--- config.mk ---
export PLATFORM = sky130hd
export DESIGN_NAME = cigar_to_ecigar_converter
export DESIGN_NICKNAME = d
export VERILOG_FILES = /design/src/design/ecig_pkg.sv /design/src/design/ecig_base_mem.sv /design/src/design/ecig_digits.sv /design/src/design/cigar_to_ecigar_converter.sv
export SDC_FILE = /design/constraint.sdc
export NUM_CORES = 1
export LEC_CHECK = 0
export BUFFER_PORTS_ARGS = -buffer_cell sky130_fd_sc_hd__buf_4
export CAP_MARGIN = 20
export CORE_MARGIN = 3
export CORE_UTILIZATION = 55
export DETAILED_ROUTE_END_ITERATION = 7
export GPL_TIMING_DRIVEN = 0
export PLACE_DENSITY = 0.79
export SLEW_MARGIN = 20
export SYNTH_ARGS = -nofsm -noshare
export SYNTH_HDL_FRONTEND = slang
export SYNTH_SLANG_ARGS = --single-unit
--- constraint.sdc ---
create_clock -name clk -period 5.5 [get_ports clk]
set_input_delay 0.825 -clock clk [delete_from_list [all_inputs] [get_ports clk]]
set_output_delay 0.825 -clock clk [all_outputs]
set_load 0.05 [all_outputs]
--- src/design/ecig_pkg.sv ---
package ecig_pkg;

    // Width of a decoded run length: nine decimal digits fit in 30 bits.
    localparam int VAL_W = 30;

    localparam logic [2:0] ERR_NONE       = 3'd0;
    localparam logic [2:0] ERR_BAD_OP     = 3'd1;
    localparam logic [2:0] ERR_PAST_SEQ   = 3'd2;
    localparam logic [2:0] ERR_BAD_COUNT  = 3'd3;
    localparam logic [2:0] ERR_STORE_FULL = 3'd4;

    localparam logic [7:0] CH_EQ     = 8'h3D;  // '='
    localparam logic [7:0] CH_PLUS   = 8'h2B;  // '+'
    localparam logic [7:0] CH_MINUS  = 8'h2D;  // '-'
    localparam logic [7:0] CH_STAR   = 8'h2A;  // '*'
    localparam logic [7:0] CH_RPAREN = 8'h29;  // ')'
    localparam logic [7:0] CH_RBRACK = 8'h5D;  // ']'
    localparam logic [7:0] CH_LPAREN = 8'h28;  // '('
    localparam logic [7:0] CH_LBRACK = 8'h5B;  // '['
    localparam logic [7:0] CH_ZERO   = 8'h30;  // '0'
    localparam logic [7:0] CH_NINE   = 8'h39;  // '9'
    localparam logic [7:0] CH_LOW_A  = 8'h61;  // 'a'
    localparam logic [7:0] CH_LOW_Z  = 8'h7A;  // 'z'
    localparam logic [7:0] CH_CASE   = 8'h20;  // distance lower to upper case

    localparam logic [7:0] OP_M = 8'h4D;
    localparam logic [7:0] OP_X = 8'h58;
    localparam logic [7:0] OP_I = 8'h49;
    localparam logic [7:0] OP_D = 8'h44;
    localparam logic [7:0] OP_N = 8'h4E;
    localparam logic [7:0] OP_S = 8'h53;
    localparam logic [7:0] OP_H = 8'h48;
    localparam logic [7:0] OP_P = 8'h50;

    typedef enum logic [2:0] {
        ST_IDLE,
        ST_ERR,
        ST_PREFIX,
        ST_DIGIT,
        ST_TOKEN,
        ST_X_FETCH,
        ST_X_EMIT
    } state_t;

    typedef struct packed {
        logic       push;
        logic       clear;
        logic [3:0] digit;
    } digit_ctrl_t;

    function automatic logic [7:0] token_of(input logic [7:0] c);
        logic [7:0] tok;
        case (c)
            OP_M, CH_EQ, OP_X: tok = CH_EQ;
            OP_I:              tok = CH_PLUS;
            OP_D:              tok = CH_MINUS;
            OP_N:              tok = CH_STAR;
            OP_S:              tok = CH_RPAREN;
            OP_H, OP_P:        tok = CH_RBRACK;
            default:           tok = 8'h00;
        endcase
        return tok;
    endfunction

    function automatic logic advances(input logic [7:0] c);
        return (c == OP_M) || (c == CH_EQ) || (c == OP_X) || (c == OP_I) || (c == OP_S);
    endfunction

    function automatic logic [7:0] to_upper(input logic [7:0] c);
        return ((c >= CH_LOW_A) && (c <= CH_LOW_Z)) ? 8'(c - CH_CASE) : c;
    endfunction

endpackage

--- src/design/ecig_base_mem.sv ---
module ecig_base_mem #(
    parameter int DEPTH = 64,
    parameter int AW    = $clog2(DEPTH)
) (
    input  logic          clk,
    input  logic          wr_en,
    input  logic [AW-1:0] wr_addr,
    input  logic [7:0]    wr_data,
    input  logic          rd_en,
    input  logic [AW-1:0] rd_addr,
    output logic [7:0]    rd_data
);

    logic [7:0] store_mem [DEPTH];
    logic [7:0] rd_data_reg;

    always_ff @(posedge clk)
    begin
        if (wr_en)
        begin
            store_mem[wr_addr] <= wr_data;
        end
        if (rd_en)
        begin
            rd_data_reg <= store_mem[rd_addr];
        end
    end

    assign rd_data = rd_data_reg;

endmodule

--- src/design/ecig_digits.sv ---
module ecig_digits #(
    parameter int MAX_DIGITS = 9,
    parameter int CNT_W      = $clog2(MAX_DIGITS + 2),
    parameter int IDX_W      = $clog2(MAX_DIGITS)
) (
    input  logic                    clk,
    input  logic                    rst_n,
    input  ecig_pkg::digit_ctrl_t   ctrl,
    input  logic [IDX_W-1:0]        rd_idx,
    output logic [CNT_W-1:0]        count,
    output logic [ecig_pkg::VAL_W-1:0] value,
    output logic [3:0]              rd_digit
);
    import ecig_pkg::*;

    logic [3:0]       digit_buf_reg [MAX_DIGITS];
    logic [CNT_W-1:0] count_reg;
    logic [CNT_W-1:0] count_next;
    logic [VAL_W-1:0] value_reg;
    logic [VAL_W-1:0] value_next;
    logic             room;

    // One more digit fits in the buffer.
    assign room = count_reg < CNT_W'(MAX_DIGITS);

    always_comb
    begin
        count_next = count_reg;
        value_next = value_reg;
        if (ctrl.clear)
        begin
            count_next = '0;
            value_next = '0;
        end
        else if (ctrl.push)
        begin
            if (room)
            begin
                // value * 10 + digit, as two shifts and two adds
                value_next = {value_reg[VAL_W-4:0], 3'b000}
                           + {value_reg[VAL_W-2:0], 1'b0}
                           + VAL_W'(ctrl.digit);
            end
            // saturate one past the limit to flag an overlong count
            if (count_reg <= CNT_W'(MAX_DIGITS))
            begin
                count_next = count_reg + CNT_W'(1);
            end
        end
    end

    always_ff @(posedge clk or negedge rst_n)
    begin
        if (!rst_n)
        begin
            count_reg <= '0;
            value_reg <= '0;
        end
        else
        begin
            count_reg <= count_next;
            value_reg <= value_next;
        end
    end

    always_ff @(posedge clk)
    begin
        if (ctrl.push && !ctrl.clear && room)
        begin
            digit_buf_reg[count_reg[IDX_W-1:0]] <= ctrl.digit;
        end
    end

    assign count    = count_reg;
    assign value    = value_reg;
    assign rd_digit = digit_buf_reg[rd_idx];

endmodule

--- src/design/cigar_to_ecigar_converter.sv ---
// Timing: loads and digits are taken while idle; an operation is accepted, then gives
//   one result per cycle while the output is not stalled (prefix, digits, token, or one error
//   result); an X run reads each base from the base store, then emits it (fetch, then emit).
// Throughput: one item per cycle for loads and digits while idle; no new item is taken until
//   the last result of an item is registered; the output register holds a result under backpressure.
// Reset: rst_n clears control, counts, position and output valid; the stores start undefined.
module cigar_to_ecigar_converter #(
    parameter int SEQ_DEPTH  = 64,
    parameter int MAX_DIGITS = 9
) (
    input  logic       clk,
    input  logic       rst_n,
    // input stream
    input  logic       s_axis_tvalid,
    output logic       s_axis_tready,
    input  logic [7:0] s_axis_tdata,   // [7:0] char_in
    input  logic       s_axis_tuser,   // [0] req_type
    input  logic       s_axis_tlast,   // record_last
    // result stream
    output logic       m_axis_tvalid,
    input  logic       m_axis_tready,
    output logic [7:0] m_axis_tdata,   // [7:0] out_char
    output logic [3:0] m_axis_tuser,   // [2:0] err_code, [3] record_end
    output logic       m_axis_tlast    // last_of_run
);
    import ecig_pkg::*;

    localparam int AW    = $clog2(SEQ_DEPTH);
    localparam int CNT_W = $clog2(MAX_DIGITS + 2);
    localparam int IDX_W = $clog2(MAX_DIGITS);

    // Controller and per-read state
    state_t           state_reg,      state_next;
    logic [AW-1:0]    base_count_reg, base_count_next;
    logic [31:0]      pos_reg,        pos_next;
    logic             failed_reg,     failed_next;

    // Latched operation being expanded
    logic [7:0]       op_reg,         op_next;
    logic [2:0]       err_reg,        err_next;
    logic             last_reg,       last_next;
    logic [CNT_W-1:0] emit_len_reg,   emit_len_next;
    logic [IDX_W-1:0] emit_idx_reg,   emit_idx_next;
    logic [AW-1:0]    x_pos_reg,      x_pos_next;
    logic [AW-1:0]    x_end_reg,      x_end_next;

    // Output register
    logic             out_valid_reg,  out_valid_next;
    logic [7:0]       out_char_reg,   out_char_next;
    logic [2:0]       out_err_reg,    out_err_next;
    logic             out_last_reg,   out_last_next;
    logic             out_rec_reg,    out_rec_next;

    // Base store port
    logic             mem_wr_en;
    logic             mem_rd_en;
    logic [7:0]       mem_rd_data;

    // Digit buffer
    digit_ctrl_t      dig_ctrl;
    logic [CNT_W-1:0] dig_count;
    logic [VAL_W-1:0] dig_value;
    logic [3:0]       dig_rd;

    // Item decode
    logic             accept;
    logic             slot_free;
    logic             is_load;
    logic             is_digit;
    logic             is_x;
    logic             op_item;
    logic             store_full;
    logic             count_ok;
    logic [7:0]       in_tok;
    logic [32:0]      run_end;
    logic [2:0]       item_err;
    logic             idx_last;
    logic             x_last;

    assign s_axis_tready = (state_reg == ST_IDLE);
    assign accept        = s_axis_tvalid && s_axis_tready;
    // the output register can take a new result this cycle
    assign slot_free     = !out_valid_reg || m_axis_tready;

    ecig_base_mem #(
        .DEPTH (SEQ_DEPTH),
        .AW    (AW)
    ) u_mem (
        .clk     (clk),
        .wr_en   (mem_wr_en),
        .wr_addr (base_count_reg),
        .wr_data (s_axis_tdata),
        .rd_en   (mem_rd_en),
        .rd_addr (x_pos_reg),
        .rd_data (mem_rd_data)
    );

    ecig_digits #(
        .MAX_DIGITS (MAX_DIGITS),
        .CNT_W      (CNT_W),
        .IDX_W      (IDX_W)
    ) u_digits (
        .clk      (clk),
        .rst_n    (rst_n),
        .ctrl     (dig_ctrl),
        .rd_idx   (emit_idx_reg),
        .count    (dig_count),
        .value    (dig_value),
        .rd_digit (dig_rd)
    );

    // Classify the item on the input side and pick its error code, if any.
    always_comb
    begin
        is_load    = !s_axis_tuser;
        is_digit   = (s_axis_tdata >= CH_ZERO) && (s_axis_tdata <= CH_NINE);
        is_x       = (s_axis_tdata == OP_X);
        in_tok     = token_of(s_axis_tdata);
        op_item    = !is_load && !failed_reg && !is_digit;
        store_full = (base_count_reg == AW'(SEQ_DEPTH - 1));
        count_ok   = (dig_count != '0) && (dig_count <= CNT_W'(MAX_DIGITS));
        run_end    = {1'b0, pos_reg} + 33'(dig_value);
        item_err   = ERR_NONE;
        if (is_load)
        begin
            if (store_full)
            begin
                item_err = ERR_STORE_FULL;
            end
        end
        else if (op_item)
        begin
            // operation check first, then count, then the end of the sequence for X
            if (!is_x && (in_tok == 8'h00))
            begin
                item_err = ERR_BAD_OP;
            end
            else if (!count_ok)
            begin
                item_err = ERR_BAD_COUNT;
            end
            else if (is_x && (run_end > 33'(base_count_reg)))
            begin
                item_err = ERR_PAST_SEQ;
            end
        end
        idx_last = (CNT_W'(emit_idx_reg) == emit_len_reg - CNT_W'(1));
        x_last   = ((x_pos_reg + AW'(1)) == x_end_reg);
    end

    // Next state
    always_comb
    begin
        state_next = state_reg;
        case (state_reg)
            ST_IDLE:
            begin
                if (accept)
                begin
                    if (item_err != ERR_NONE)
                    begin
                        state_next = ST_ERR;
                    end
                    else if (op_item && is_x)
                    begin
                        // a zero-length X run gives nothing
                        if (dig_value != '0)
                        begin
                            state_next = ST_X_FETCH;
                        end
                    end
                    else if (op_item)
                    begin
                        if ((s_axis_tdata == OP_S) || (s_axis_tdata == OP_H))
                        begin
                            state_next = ST_PREFIX;
                        end
                        else
                        begin
                            state_next = ST_DIGIT;
                        end
                    end
                end
            end
            ST_ERR:
            begin
                if (slot_free)
                begin
                    state_next = ST_IDLE;
                end
            end
            ST_PREFIX:
            begin
                if (slot_free)
                begin
                    state_next = ST_DIGIT;
                end
            end
            ST_DIGIT:
            begin
                if (slot_free && idx_last)
                begin
                    state_next = ST_TOKEN;
                end
            end
            ST_TOKEN:
            begin
                if (slot_free)
                begin
                    state_next = ST_IDLE;
                end
            end
            ST_X_FETCH:
            begin
                state_next = ST_X_EMIT;
            end
            ST_X_EMIT:
            begin
                if (slot_free)
                begin
                    state_next = x_last ? ST_IDLE : ST_X_FETCH;
                end
            end
            default:
            begin
                state_next = ST_IDLE;
            end
        endcase
    end

    // Datapath and outputs
    always_comb
    begin
        base_count_next = base_count_reg;
        pos_next        = pos_reg;
        failed_next     = failed_reg;
        op_next         = op_reg;
        err_next        = err_reg;
        last_next       = last_reg;
        emit_len_next   = emit_len_reg;
        emit_idx_next   = emit_idx_reg;
        x_pos_next      = x_pos_reg;
        x_end_next      = x_end_reg;
        out_valid_next  = out_valid_reg && !m_axis_tready;
        out_char_next   = out_char_reg;
        out_err_next    = out_err_reg;
        out_last_next   = out_last_reg;
        out_rec_next    = out_rec_reg;
        mem_wr_en       = 1'b0;
        mem_rd_en       = 1'b0;
        dig_ctrl.push   = 1'b0;
        dig_ctrl.clear  = 1'b0;
        dig_ctrl.digit  = s_axis_tdata[3:0];

        case (state_reg)
            ST_IDLE:
            begin
                if (accept)
                begin
                    // latch what the expansion needs; all per-read state moves now
                    op_next       = s_axis_tdata;
                    err_next      = item_err;
                    last_next     = !is_load && s_axis_tlast;
                    emit_len_next = dig_count;
                    emit_idx_next = '0;
                    x_pos_next    = pos_reg[AW-1:0];
                    x_end_next    = run_end[AW-1:0];
                    if (item_err != ERR_NONE)
                    begin
                        failed_next = 1'b1;
                    end
                    if (is_load && !store_full)
                    begin
                        mem_wr_en       = 1'b1;
                        base_count_next = base_count_reg + AW'(1);
                    end
                    if (!is_load && !failed_reg && is_digit)
                    begin
                        dig_ctrl.push = 1'b1;
                    end
                    if (op_item)
                    begin
                        dig_ctrl.clear = 1'b1;
                        if (item_err == ERR_NONE)
                        begin
                            if (is_x)
                            begin
                                pos_next = run_end[31:0];
                            end
                            else if (advances(s_axis_tdata))
                            begin
                                // saturate the position
                                pos_next = run_end[32] ? 32'hFFFF_FFFF : run_end[31:0];
                            end
                        end
                    end
                    if (!is_load && s_axis_tlast)
                    begin
                        // end of read: drop trailing digits and start clean
                        base_count_next = '0;
                        pos_next        = '0;
                        failed_next     = 1'b0;
                        dig_ctrl.clear  = 1'b1;
                    end
                end
            end
            ST_ERR:
            begin
                if (slot_free)
                begin
                    out_valid_next = 1'b1;
                    out_char_next  = 8'h00;
                    out_err_next   = err_reg;
                    out_last_next  = 1'b1;
                    out_rec_next   = last_reg;
                end
            end
            ST_PREFIX:
            begin
                if (slot_free)
                begin
                    out_valid_next = 1'b1;
                    out_char_next  = (op_reg == OP_S) ? CH_LPAREN : CH_LBRACK;
                    out_err_next   = ERR_NONE;
                    out_last_next  = 1'b0;
                    out_rec_next   = 1'b0;
                end
            end
            ST_DIGIT:
            begin
                if (slot_free)
                begin
                    out_valid_next = 1'b1;
                    out_char_next  = CH_ZERO + {4'b0000, dig_rd};
                    out_err_next   = ERR_NONE;
                    out_last_next  = 1'b0;
                    out_rec_next   = 1'b0;
                    emit_idx_next  = emit_idx_reg + IDX_W'(1);
                end
            end
            ST_TOKEN:
            begin
                if (slot_free)
                begin
                    out_valid_next = 1'b1;
                    out_char_next  = token_of(op_reg);
                    out_err_next   = ERR_NONE;
                    out_last_next  = 1'b1;
                    out_rec_next   = last_reg;
                end
            end
            ST_X_FETCH:
            begin
                mem_rd_en = 1'b1;
            end
            ST_X_EMIT:
            begin
                // read data for x_pos_reg is ready; the address is held until it is used
                if (slot_free)
                begin
                    out_valid_next = 1'b1;
                    out_char_next  = to_upper(mem_rd_data);
                    out_err_next   = ERR_NONE;
                    out_last_next  = x_last;
                    out_rec_next   = x_last && last_reg;
                    x_pos_next     = x_pos_reg + AW'(1);
                end
            end
            default:
            begin
                out_valid_next = out_valid_reg && !m_axis_tready;
            end
        endcase
    end

    always_ff @(posedge clk or negedge rst_n)
    begin
        if (!rst_n)
        begin
            state_reg      <= ST_IDLE;
            base_count_reg <= '0;
            pos_reg        <= '0;
            failed_reg     <= 1'b0;
            out_valid_reg  <= 1'b0;
        end
        else
        begin
            state_reg      <= state_next;
            base_count_reg <= base_count_next;
            pos_reg        <= pos_next;
            failed_reg     <= failed_next;
            out_valid_reg  <= out_valid_next;
        end
    end

    always_ff @(posedge clk)
    begin
        op_reg       <= op_next;
        err_reg      <= err_next;
        last_reg     <= last_next;
        emit_len_reg <= emit_len_next;
        emit_idx_reg <= emit_idx_next;
        x_pos_reg    <= x_pos_next;
        x_end_reg    <= x_end_next;
        out_char_reg <= out_char_next;
        out_err_reg  <= out_err_next;
        out_last_reg <= out_last_next;
        out_rec_reg  <= out_rec_next;
    end

    assign m_axis_tvalid = out_valid_reg;
    assign m_axis_tdata  = out_char_reg;
    assign m_axis_tuser  = {out_rec_reg, out_err_reg};
    assign m_axis_tlast  = out_last_reg;

endmodule

### After elaboration in Yosys (flattened, before gate mapping)

Memories as Yosys holds them, arrays and structs flattened. A register that Yosys moved wholly into a read port is not among the register bits.
Cells that the tools add are included.

* add/subtract/negate cells: 10
* $mul: 0
* div/mod/pow operators: 0
* $lt $le $gt $ge: 7
* equal/unequal tests: 39
* shift operators: 0
* mux-type cells: 75
* bitwise logic cells: 0
* reductions and logical operators: 70

Operators with widths (number)
* two-way mux 32 bit: 6
* == test 8 x 7 -> 1 bit (second input constant): 16
* two-way mux 30 bit: 3
* one-hot mux 7 bit (6 select lines): 2
* two-way mux 8 bit: 6
* one-hot mux 8 bit (5 select lines): 1
* two-way mux 3 bit: 13
* adder 32 x 30 -> 33 bit: 1
* > comparator 33 x 6 -> 1 bit: 1
* adder 30 bit: 1
* adder 30 x 4 -> 30 bit: 1
* nonzero test 30 bit: 1
* two-way mux 4 bit: 6
* two-way mux 6 bit: 4
* two-way mux 1 bit: 21
* nonzero test 2 bit: 10
* one-hot mux 3 bit (6 select lines): 1
* logical AND 1 bit: 17
* == test 8 x 6 -> 1 bit (second input constant): 2
* AND reduction 3 bit: 5
* adder 6 x 1 -> 6 bit (second input constant): 2
* two-way mux 2 bit: 6
* != test 2 bit (second input constant): 6
* one-hot mux 6 bit (2 select lines): 1
* other kinds (39): 68

* register bits after elaboration: 122
* latch bits: 0
* RAM bits: 548
* bits in read-only memories: 0
* input port bits: 14
* logic and storage cells: 221
* memories: 2

Memory list
* u_mem.store_mem: words 64, bits a word 8, rd ports 1, clocked after memory_dff 1, wr ports 1, line ecig_base_mem.sv:14 `logic [7:0] store_mem [DEPTH];`
* u_digits.digit_buf_reg: words 9, bits a word 4, rd ports 1, clocked after memory_dff 1, wr ports 1, line ecig_digits.sv:16 `logic [3:0] digit_buf_reg [MAX_DIGITS];`

### Logic depth before layout (Yosys ltp)

Gate-level depths: netlist of the first run.

* word-level depth: 13
* depth in mapped cells: 21
* gate-level depth less buffers: 19

### Modules after synthesis

From an unflattened synthesis of the first run, not the netlist that was laid out.

* cell total of the unflattened synthesis: 2156
* area total of the unflattened synthesis: 31581.5 sq um

By module, submodules not included
* ecig_base_mem: instances 1, cells an instance 972, area each 20270.7 sq um, sequential area each 15615.0 sq um
* cigar_to_ecigar_converter: instances 1, cells an instance 723, area each 6556.3 sq um, sequential area each 2427.3 sq um
* ecig_digits: instances 1, cells an instance 461, area each 4754.6 sq um, sequential area each 1931.9 sq um

### Least setup slack after synthesis of the first run

Ideal clock, no wire load.

* kind: register -> register
* from: reg u_digits.value_reg[0], in the netlist u_digits.value[0]
* to: reg pos_reg[10]
* setup time: 0.075 ns
* arrival: 4.462 ns
* required time: 5.425 ns
* path slack: 0.963 ns
* cell stages (with the launch flop): 22
* period minus slack after synthesis: 4.537 ns
* cells stage by stage: dfrtp_1 > ha_1 > inv_1 > fa_1 > nand2b_1 > nand2b_1 > a21oi_1 > xnor2_1 > ha_1 > nand4_1 > nor2_1 > nor4_1 > o21ai_0 > or4_1 > or3_1 > nor4_2 > nand4_1 > or4b_1 > a21o_1 > buf_4 > buf_6 > o2bb2ai_2

* longest elaborated chain between the ends: 11

Ends and longest elaborated chain
* start, declared: line ecig_digits.sv:19 `logic [VAL_W-1:0] value_reg;`
* start signal, assigned: line ecig_digits.sv:62 `value_reg <= value_next;`
* adder 32 x 30 -> 33 bit: line cigar_to_ecigar_converter.sv:122 `run_end = {1'b0, pos_reg} + 33'(dig_value);`
* via run_end[4]: line cigar_to_ecigar_converter.sv:75 `logic [32:0] run_end;`
* > comparator 33 x 6 -> 1 bit: line cigar_to_ecigar_converter.sv:142 `else if (is_x && (run_end > 33'(base_count_reg)))`
* logical AND 1 bit: line cigar_to_ecigar_converter.sv:142
* two-way mux 2 bit: line cigar_to_ecigar_converter.sv:142
* two-way mux 2 bit: line cigar_to_ecigar_converter.sv:138 `else if (!count_ok)`
* two-way mux 2 bit: line cigar_to_ecigar_converter.sv:134 `if (!is_x && (in_tok == 8'h00))`
* two-way mux 2 bit: line cigar_to_ecigar_converter.sv:131 `else if (op_item)`
* two-way mux 3 bit: line cigar_to_ecigar_converter.sv:124 `if (is_load)`
* zero test 3 bit: line cigar_to_ecigar_converter.sv:284 `if (item_err == ERR_NONE)`
* nonzero test 2 bit (no source line)
* AND reduction 5 bit (no source line)
* end signal, assigned: line cigar_to_ecigar_converter.sv:390 `pos_reg <= pos_next;`
* end, declared: line cigar_to_ecigar_converter.sv:35 `logic [31:0] pos_reg, pos_next;`

The timed path passes the listed nets, and every way through them passes these cells. The select of a mux whose other input is x is not followed.
A chain may end at the register's enable or synchronous reset.

### Worst setup path in the final report of the first run

* from: reg u_digits.value_reg[0], in the netlist u_digits.value[0]
* to: reg pos_reg[19]

Same word-level chain as after synthesis.

==> results of run 1 <==
## where the power goes
part / switching, mW / internal [mW]
Combinational: 1.85 / 1.16
Sequential: 0.129 / 5.89
Clock: 1.94 / 2.49
## critical path, stage by stage, from the launching register on
cell	delay, ns
dfrtp_2	0.44
ha_2	0.23
inv_1	0.05
fa_1	0.39
nand2b_1	0.19
nand2b_1	0.09
a21oi_1	0.11
xnor2_2	0.23
ha_1	0.30
nand4_1	0.14
nor2_1	0.07
nor4_2	0.26
o21ai_0	0.17
or4_1	0.41
or3_1	0.38
nor4_2	0.23
nand4_1	0.23
or4b_1	0.60
a21o_1	0.20
buf_4	0.18
buf_6	0.18
o2bb2ai_2	0.13
## cell type report
cell class              count  area [sq um]
well taps                 748           936
repair buffers             28           214
inverters                  35           131
fillers                  3842         21100
clock buffers              84          1800
multi-input cells        1161         10400
clock inverters            34           285
flip-flops and latches    682         20100
plain buffers              82           329
## logic make-up after synthesis
| kind of cell | share of synthesized area, % |
|---|---|
| AOI/OAI and AO/OA | 6.50 |
| xor gates and xnor gates | 2.01 |
| adders and majority gates | 4.20 |
| buffers and inverters | 1.47 |
| DFF | 64.9 |
| muxes | 13.3 |
| and+or+nand+nor | 7.55 |
## routing by layer
layer  wire length, microns  share of wire [%]  track usage (%)  vias to the layer above
li1                       -                  -                -                     7942
met1                  29600                 39             35.3                     9394
met2                  36900                 49             42.2                      916
met3                   6210                8.3             3.68                      160
met4                   2570                3.4             9.37                        0
met5                      0                  0                0                        -
## through the flow
stage | instance area [sq um] | setup slack (ns) | hold WS (ns)
2_1_floorplan | 30900 | 0.963 | 0.423
3_3_place_gp | 32000 | 0.151 | 0.437
3_5_place_dp | 32100 | 0.0734 | 0.469
4_1_cts | 34100 | 0.00255 | 0.428
5_1_grt | 34200 | 0.00535 | 0.328
6_report | 34200 | 0.224 | 0.252
## placed cells by master, fill, tap and decap left out, types with 18 or more instances in the layout
master,n
mux4_2,176
xnor2_1,45
nor3_1,28
buf_4,29
inv_1,35
xor2_1,25
clkbuf_1,73
ha_1,98
edfxtp_1,601
nand3_1,31
nor2_1,174
nand2_1,138
clkbuf_16,69
o21ai_0,47
a21o_1,24
nand2b_1,18
dfrtp_1,76
a21oi_1,98
## how the worst min path moves through the flow
| stage | from | end | slack (ns) | cells past startpoint |
|---|---|---|---|---|
| floorplan | u_digits.count[2] | emit_len_reg[2] | 0.42 | 0 |
| global placement | u_digits.count[2] | emit_len_reg[2] | 0.44 | 0 |
| detailed placement | u_digits.count[2] | emit_len_reg[2] | 0.47 | 0 |
| CTS | rst_n | u_digits.count[3] | 0.43 | 1 |
| global route | rst_n | state_reg[1] | 0.33 | 1 |
| finish | rst_n | u_digits.count[3] | 0.25 | 1 |
==> run_results.csv, run 1 <==
group,metric,value,unit
run_status,outcome,"complete, no violations",
critical_path,worstSetupStartpointType,"flop",
global_routing,grt_pass1_wl,114000,microns
placement,dp_hpwl,48400,microns
cts,clk_path_buf_depth,3,
cts,cts_made_buffers,66,
timing,setup-tns-final,0,ns
cells_and_area,largest_register_ffs,512,
critical_path,critPathLaunch,"u_digits.value[0]",
floorplan,dieArea,59000,sq um
synthesis,syn_area,30900,sq um
flow_run,maxCapViolations,0,
cts,clockRootBuffer,"clkbuf_16",
cts,clock_sinks,682,
timing,fin_crit,5.28,ns
timing,rsz0062_at_grt,"no",
synthesis,yosysSeqAreaShare,64.9,%
route,wl,75200,microns
synthesis,ys_types,81,
synthesis,ys_top_cells_by_area,"edfxtp_1 (58%), mux4_2 (13%), dfrtp_1 (6.2%)",
power_and_ir_drop,vdd_drop_max,231,uV
route,drc,0,
route,postRouteAntennaNets,0,
synthesis,yosysMostFrequentCell,"edfxtp_1",
cts,post_cts_resize_count,0,
power_and_ir_drop,p_leak,11.9,nW
cells_and_area,nets,2172,
cts,clock_latency,0.61,ns
global_routing,grt_max_degree,81,
synthesis,syn_inst,1960,
cts,hold_buffers,0,
critical_path,crit_type,"flop to flop",
critical_path,r2r-end,"pos_reg[19]",
critical_path,worstPathRequired,6.03,ns
placement,gp_congestion,0.916,
power_and_ir_drop,power_density,394,nW/um^2
critical_path,ff2ff_setup_slack,0.22,ns
floorplan,rows,86,
critical_path,crit_path_end,"pos_reg[19]",
synthesis,ys_warn_count,0,
synthesis,synth_edf_count,601,
cts,cts_tree,"done",
cts,post_cts_buffers,0,
global_routing,grt_pass1_vias,18525,
placement,dp_cells,2736,
global_routing,antenna_found_initial,0,
floorplan,coreArea,55300,sq um
critical_path,cp-end-kind,"flop",
global_routing,grtUsageTotal,25.6,%
synthesis,yosysTopAreaCell,"edfxtp_1",
timing,skew,0.0288,ns
cells_and_area,finalNonFillerCells,2854,
critical_path,cp.arrival,5.80,ns
timing,fin_crit_sh,95.9,%
timing,hold_viol_final,0,
timing,final_max_slew_viol_count,0,
route,wl_per_cell,26.4,microns
timing,worst_slew_pin_slew,1.07,ns
synthesis,synth_top_area_share,58.4,%
critical_path,cp_max_fo,10,
floorplan,pin_count,29,
route,via_per_inst,6.45,
timing,finalSetupViolCount,0,
route,drt-initial-drc-count,1950,
floorplan,die_h,243,microns
power_and_ir_drop,power.total,13.5,mW
route,drt_pass1_iterations,6,
synthesis,ys.flop_type,"edfxtp_1",
timing,relSlewSlack,28.2,%
cells_and_area,postLayoutCoreUtil,61.8,%
route,vias,18412,
floorplan,die_w,243,microns
worst_hold_path,holdCritPathClass,"input port to async pin",
synthesis,async_flop_share,11.3,%
floorplan,start_util,55.9,%
cells_and_area,area_growth,10.6,%
synthesis,synth.top_cells.by_count,"edfxtp_1 (601), mux4_2 (176), nor2_1 (174), nand2_1 (138), ha_1 (99)",
synthesis,avgSynthCellArea,15.8,sq um
critical_path,crit-reg2reg-launch,"u_digits.value[0]",
cts,htree_levels,3,
global_routing,grt_overflow,0,
cts,path_clk_slew,0.07,ns
timing,fmax,190,MHz
synthesis,ys_ff_latch,682,
placement,numPortBuffers,28,
synthesis,synth_nets,2076,
cells_and_area,drive_above_1_share,16.4,%
cells_and_area,insertedDiodeCount,0,
critical_path,worstRegToRegCells,21,
(Power assumes the default switching activity.)
==> run 2: changes to the inputs <==
--- a/config.mk
+++ b/config.mk
@@ -12,6 +12,7 @@
 export DETAILED_ROUTE_END_ITERATION = 7
 export GPL_TIMING_DRIVEN = 0
 export PLACE_DENSITY = 0.79
+export SETUP_SLACK_MARGIN = 0.4
 export SLEW_MARGIN = 20
 export SYNTH_ARGS = -nofsm -noshare
 export SYNTH_HDL_FRONTEND = slang
==> run 2 against run 1 <==
Against the previous run: final area rose by 0.21%; power rose by 0.16%; core utilization grew 0.13 points; die area unchanged; wire length about the same; maximum frequency grew 7.0%; critical path depth shrank 1; first-iteration DRC count rose by 4.7%; cell count up 0.14%; clock skew shrank 0.0035 ns; combinational power about the same; register-to-register slack better by 0.35 ns; critical endpoint is now pos_reg[16]; highest routed layer unchanged.
==> run_results.csv, run 2 (synthesized netlist as in run 1, its figures left out) <==
group,metric,value,unit
placement,dp_hpwl,48400,microns
floorplan,dieArea,59000,sq um
timing,fin_crit,4.93,ns
route,postRouteAntennaNets,0,
cts,htree_levels,3,
cts,clock_sinks,682,
floorplan,coreArea,55300,sq um
route,drt-initial-drc-count,2041,
timing,skew,0.0253,ns
worst_hold_path,holdCritPathClass,"input port to async pin",
floorplan,die_w,243,microns
cells_and_area,multi_input_area,10400,sq um
flow_run,maxCapViolations,0,
cts,path_clk_slew,0.07,ns
timing,final_max_slew_viol_count,0,
placement,dp_cells,2736,
cells_and_area,largest_register_ffs,512,
power_and_ir_drop,pwr-share-clk,32.9,%
route,vias,18467,
power_and_ir_drop,p_leak,12.0,nW
power_and_ir_drop,power.total,13.5,mW
cells_and_area,finalNonFillerCells,2858,
timing,relSlewSlack,27.6,%
global_routing,grt_pass1_wl,115000,microns
cts,clockRootBuffer,"clkbuf_16",
critical_path,critPathMaxStageDelay,0.47,ns
critical_path,critPathLaunch,"pos_reg[0]",
power_and_ir_drop,vdd_drop_max,232,uV
route,wl,75200,microns
critical_path,cpMaxStageDelayCell,"clkbuf_1",
cts,clock_latency,0.61,ns
route,drc,0,
cells_and_area,seqCellArea,20100,sq um
floorplan,rows,86,
critical_path,worstPathRequired,6.03,ns
cts,cts_tree,"done",
global_routing,antenna_found_initial,0,
cells_and_area,insertedDiodeCount,0,
critical_path,cp_max_fo,10,
power_and_ir_drop,p_sw,3.93,mW
cts,hold_buffers,0,
power_and_ir_drop,intPower,9.55,mW
power_and_ir_drop,power_frac_comb,22.4,%
global_routing,grt_pass1_vias,18557,
timing,fmax,203,MHz
timing,worst_slack,0.571,ns
cells_and_area,drive_above_1_share,16.9,%
global_routing,grt_overflow,0,
timing,hold_viol_final,0,
route,wl_per_cell,26.3,microns
cells_and_area,fillers,3835,
timing,setup-tns-final,0,ns
critical_path,worstPathCellList,"ha_4 -> inv_1 -> fa_2 -> nand2b_4 -> nand2b_1 -> a21oi_1 -> xnor2_2 -> ha_1 -> nand4_1 -> nor2_1 -> nor4_2 -> o21ai_1 -> or4_1 -> or3_1 -> nor4_2 -> nand4_1 -> buf_4 -> o22ai_1 -> clkbuf_1 -> a22o_1",
route,via_per_inst,6.46,
cts,cts_made_buffers,66,
timing,worst_slew_pin_slew,1.08,ns
critical_path,cp.arrival,5.46,ns
global_routing,grtUsageTotal,25.7,%
floorplan,die_h,243,microns
cells_and_area,nets,2176,
placement,gp_congestion,0.916,
timing,rsz0062_at_grt,"no",
critical_path,crit_type,"flop to flop",
placement,pre_cts_ws,0.0734,ns
route,drt_pass1_iterations,6,
critical_path,cp-end-kind,"flop",
cells_and_area,postLayoutCoreUtil,61.9,%
cells_and_area,area_growth,10.8,%
cells_and_area,layout_commonest_cell,"edfxtp_1",
critical_path,crit-reg2reg-launch,"pos_reg[0]",
timing,fin_crit_sh,89.6,%
power_and_ir_drop,p_sw_share,29.1,%
floorplan,pin_count,29,
floorplan,start_util,55.9,%
placement,numPortBuffers,28,
power_and_ir_drop,power_density,394,nW/um^2
critical_path,ff2ff_setup_slack,0.57,ns
power_and_ir_drop,seqPwrFrac,44.7,%
timing,finalSetupViolCount,0,
critical_path,worstSetupStartpointType,"flop",
cells_and_area,final_cell_mix,"edfxtp_1 (601), mux4_2 (176), nor2_1 (174)",
global_routing,grt_max_degree,81,
run_status,outcome,"complete, no violations",
cts,clk_path_buf_depth,3,
-- run 2: critical path: cells and delay by family (launching register included) --
kind / cells / cell delay [ns]
DFF: 1 / 0.41
AOI/OAI and AO/OA: 4 / 0.77
adders and majority gates: 3 / 0.85
xor gates and xnor gates: 1 / 0.17
buffers and inverters: 3 / 0.73
and+or+nand+nor: 9 / 1.93
-- run 2: power by group through the flow --
stage	logic, mW	registers [mW]	clock network (mW)
3_3_place_gp	2.83	6.11	0
3_5_place_dp	2.92	6.12	0
4_1_cts	2.99	6.02	4.46
2_1_floorplan	1.80	6.25	0
5_1_grt	3.17	6.04	4.67
6_report	3.03	6.02	4.43
-- run 2: routing by layer --
layer / wire length, microns / track usage (%) / vias up
li1: - / - / 7946
met2: 36800 / 42.3 / 939
met3: 5910 / 3.76 / 172
met5: 0 / 0 / -
met1: 29900 / 35.4 / 9410
met4: 2650 / 9.46 / 0
-- run 2: layout make-up --
| class | count | share of cell area [%] |
|---|---|---|
| buffer | 82 | 0.979 |
| clock buffer | 84 | 5.27 |
| clock inverter | 34 | 0.833 |
| inverter | 35 | 0.384 |
| multi-input combinational | 1161 | 30.5 |
| sequential | 682 | 58.6 |
| tap | 748 | 2.73 |
| timing repair buffer | 32 | 0.724 |
-- run 2: timing repair --
action                     CTS  global route
gates cloned                 0             0
pin swaps                    2             9
resized for setup            6            14
setup endpoints to repair   34            42
buffers inserted             3             1
-- run 2: final timing paths --
| kind | endpoint | cells past startpoint |
|---|---|---|
| max | pos_reg[16] | 20 |
| min | pos_reg[24] | 1 |
| max reg2reg | pos_reg[16] | 20 |
| min reg2reg | emit_len_reg[2] | 0 |
| max in group asynchronous | u_digits.value[1] | 1 |
| min in group clk | emit_len_reg[2] | 0 |
-- run 2: through the flow --
step | hold slack (ns) | area [sq um]
2_1_floorplan | 0.423 | 30900
4_1_cts | 0.428 | 34200
3_3_place_gp | 0.437 | 32000
3_5_place_dp | 0.469 | 32100
6_report | 0.273 | 34200
5_1_grt | 0.328 | 34200
==> run 3: changes to the inputs <==
--- a/config.mk
+++ b/config.mk
@@ -9,6 +9,7 @@
 export CAP_MARGIN = 20
 export CORE_MARGIN = 3
 export CORE_UTILIZATION = 55
+export CTS_CLUSTER_SIZE = 20
 export DETAILED_ROUTE_END_ITERATION = 7
 export GPL_TIMING_DRIVEN = 0
 export PLACE_DENSITY = 0.79
==> constraint.sdc (replaced) <==
create_clock -name clk -period 6.1 [get_ports clk]
set_input_delay 0.915 -clock clk [delete_from_list [all_inputs] [get_ports clk]]
set_output_delay 0.915 -clock clk [all_outputs]
set_load 0.05 [all_outputs]
==> run 3 against run 2 <==
Against the previous run: core utilization fell by 0.14 points; first-iteration DRC count rose by 0.78%; flip-flop and latch count did not move; via count hardly changed.
==> run_results.csv, run 3 (synthesized netlist as in run 1, its figures left out) <==
group,metric,value,unit
global_routing,grt_pass1_wl,114000,microns
floorplan,dieArea,59000,sq um
power_and_ir_drop,power_frac_comb,22.4,%
cts,htree_levels,3,
timing,fin_crit,5.39,ns
global_routing,antenna_found_initial,0,
cells_and_area,area_growth,10.6,%
timing,fin_crit_sh,88.4,%
timing,setup-tns-final,0,ns
timing,worst_slew_pin_slew,1.08,ns
cells_and_area,drive_above_1_share,16.3,%
route,via_per_inst,6.46,
floorplan,die_w,243,microns
route,postRouteAntennaNets,0,
floorplan,coreArea,55300,sq um
timing,final_max_slew_viol_count,0,
critical_path,worstPathRequired,6.63,ns
timing,rsz0062_at_grt,"no",
global_routing,grtUsageTotal,25.6,%
cells_and_area,nets,2172,
route,drt_pass1_iterations,6,
cells_and_area,fillers,3842,
route,drc,0,
cells_and_area,layout_commonest_cell,"edfxtp_1",
power_and_ir_drop,pwr-share-clk,32.9,%
timing,hold_viol_final,0,
route,drt-initial-drc-count,2057,
cts,cts_tree,"done",
route,vias,18450,
run_status,outcome,"complete, no violations",
power_and_ir_drop,p_sw,3.53,mW
cts,clock_sinks,682,
worst_hold_path,holdCritPathClass,"input port to async pin",
cts,clock_latency,0.61,ns
cts,cts_made_buffers,66,
placement,gp_congestion,0.916,
critical_path,worstSetupStartpointType,"flop",
power_and_ir_drop,seqPwrFrac,44.7,%
placement,numPortBuffers,28,
cells_and_area,largest_register_ffs,512,
timing,finalSetupViolCount,0,
route,wl,75100,microns
floorplan,pin_count,29,
power_and_ir_drop,vdd_drop_max,209,uV
power_and_ir_drop,p_sw_share,29.1,%
timing,relSlewSlack,27.5,%
critical_path,cp.arrival,5.92,ns
cts,clockRootBuffer,"clkbuf_16",
floorplan,rows,86,
global_routing,grt_max_degree,81,
placement,dp_hpwl,48400,microns
timing,fmax,186,MHz
floorplan,die_h,243,microns
timing,skew,0.0264,ns
critical_path,crit_type,"flop to flop",
cts,path_clk_slew,0.07,ns
global_routing,grt_pass1_vias,18525,
cts,clk_path_buf_depth,3,
cells_and_area,insertedDiodeCount,0,
floorplan,start_util,55.9,%
global_routing,grt_overflow,0,
cells_and_area,final_cell_mix,"edfxtp_1 (601), mux4_2 (176), nor2_1 (174)",
critical_path,cp-end-kind,"flop",
critical_path,cp_max_fo,10,
power_and_ir_drop,power_density,355,nW/um^2
timing,whs,0.343,ns
route,wl_per_cell,26.3,microns
power_and_ir_drop,intPower,8.60,mW
flow_run,maxCapViolations,0,
power_and_ir_drop,p_leak,11.9,nW
==> run 3: cell count changes in the layout (fill, tap and decap cells not counted), sizes merged <==
cell | before | now
buf | 50 | 46
==> run 3: critical path: stages (launching register included) <==
cell and delay (ns):
dfrtp_1 0.48, ha_1 0.26, inv_1 0.07, fa_1 0.39
nand2b_1 0.19, nand2b_1 0.09, a21oi_1 0.11, xnor2_2 0.24
ha_1 0.30, nand4_1 0.14, nor2_1 0.07, nor4_2 0.26
o21ai_0 0.17, or4_1 0.41, or3_1 0.38, nor4_2 0.23
nand4_1 0.24, or4b_1 0.60, a21o_1 0.20, buf_4 0.18
buf_6 0.18, o2bb2ai_2 0.12
==> run 3: metal layers <==
layer,up-vias,global-route usage (%),routed length [microns],share of wire [%]
met3,156,3.68,6420,8.5
met2,977,42.2,36800,49
li1,7937,-,-,-
met4,0,9.37,2510,3.3
met5,-,0,0,0
met1,9380,35.3,29400,39
==> run 3: power by group through the flow <==
stage          logic [mW]  registers (mW)  clock network [mW]
2_1_floorplan        1.63            5.63                   0
3_3_place_gp         2.55            5.51                   0
3_5_place_dp         2.63            5.52                   0
4_1_cts              2.68            5.43                4.03
5_1_grt              2.84            5.45                4.21
6_report             2.71            5.43                3.99
==> run 3: through the flow <==
step	util (%)	total power, mW	std cells	cell area [sq um]	worst slack [ns]
after floorplan	-	7.26	1960	30900	1.56
after global placement	57.9	8.06	2736	32000	0.732
after detailed placement	58.0	8.15	2736	32100	0.601
after CTS	61.7	12.1	2854	34100	0.603
after global routing	61.8	12.5	2854	34200	0.455
final	61.8	12.1	2854	34200	0.711
==> run 3: cell type report <==
class	count	area [sq um]	area share, %
flip-flops and latches	682	20100	58.7
multi-input cells	1161	10400	30.5
clock buffers	84	1800	5.28
well taps	748	936	2.74
plain buffers	82	329	0.963
clock inverters	34	285	0.835
repair buffers	28	214	0.626
inverters	35	131	0.385
==> run 3: final timing paths <==
kind	depth (start not counted)	slack (ns)	startpoint	endpoint
min in group clk	0	0.48	u_digits.count[2]	emit_len_reg[2]
setup reg to reg	21	0.71	u_digits.value[0]	pos_reg[19]
setup / recovery	21	0.71	u_digits.value[0]	pos_reg[19]
max in group asynchronous	1	5.20	rst_n	base_count_reg[3]
hold reg to reg	0	0.48	u_digits.count[2]	emit_len_reg[2]
hold / removal	1	0.34	rst_n	pos_reg[21]
==> run 3: what timing repair did <==
action	CTS	global route
hold buffers	0	0
resized for setup	0	5
buffers inserted	0	0
setup endpoints to repair	0	31
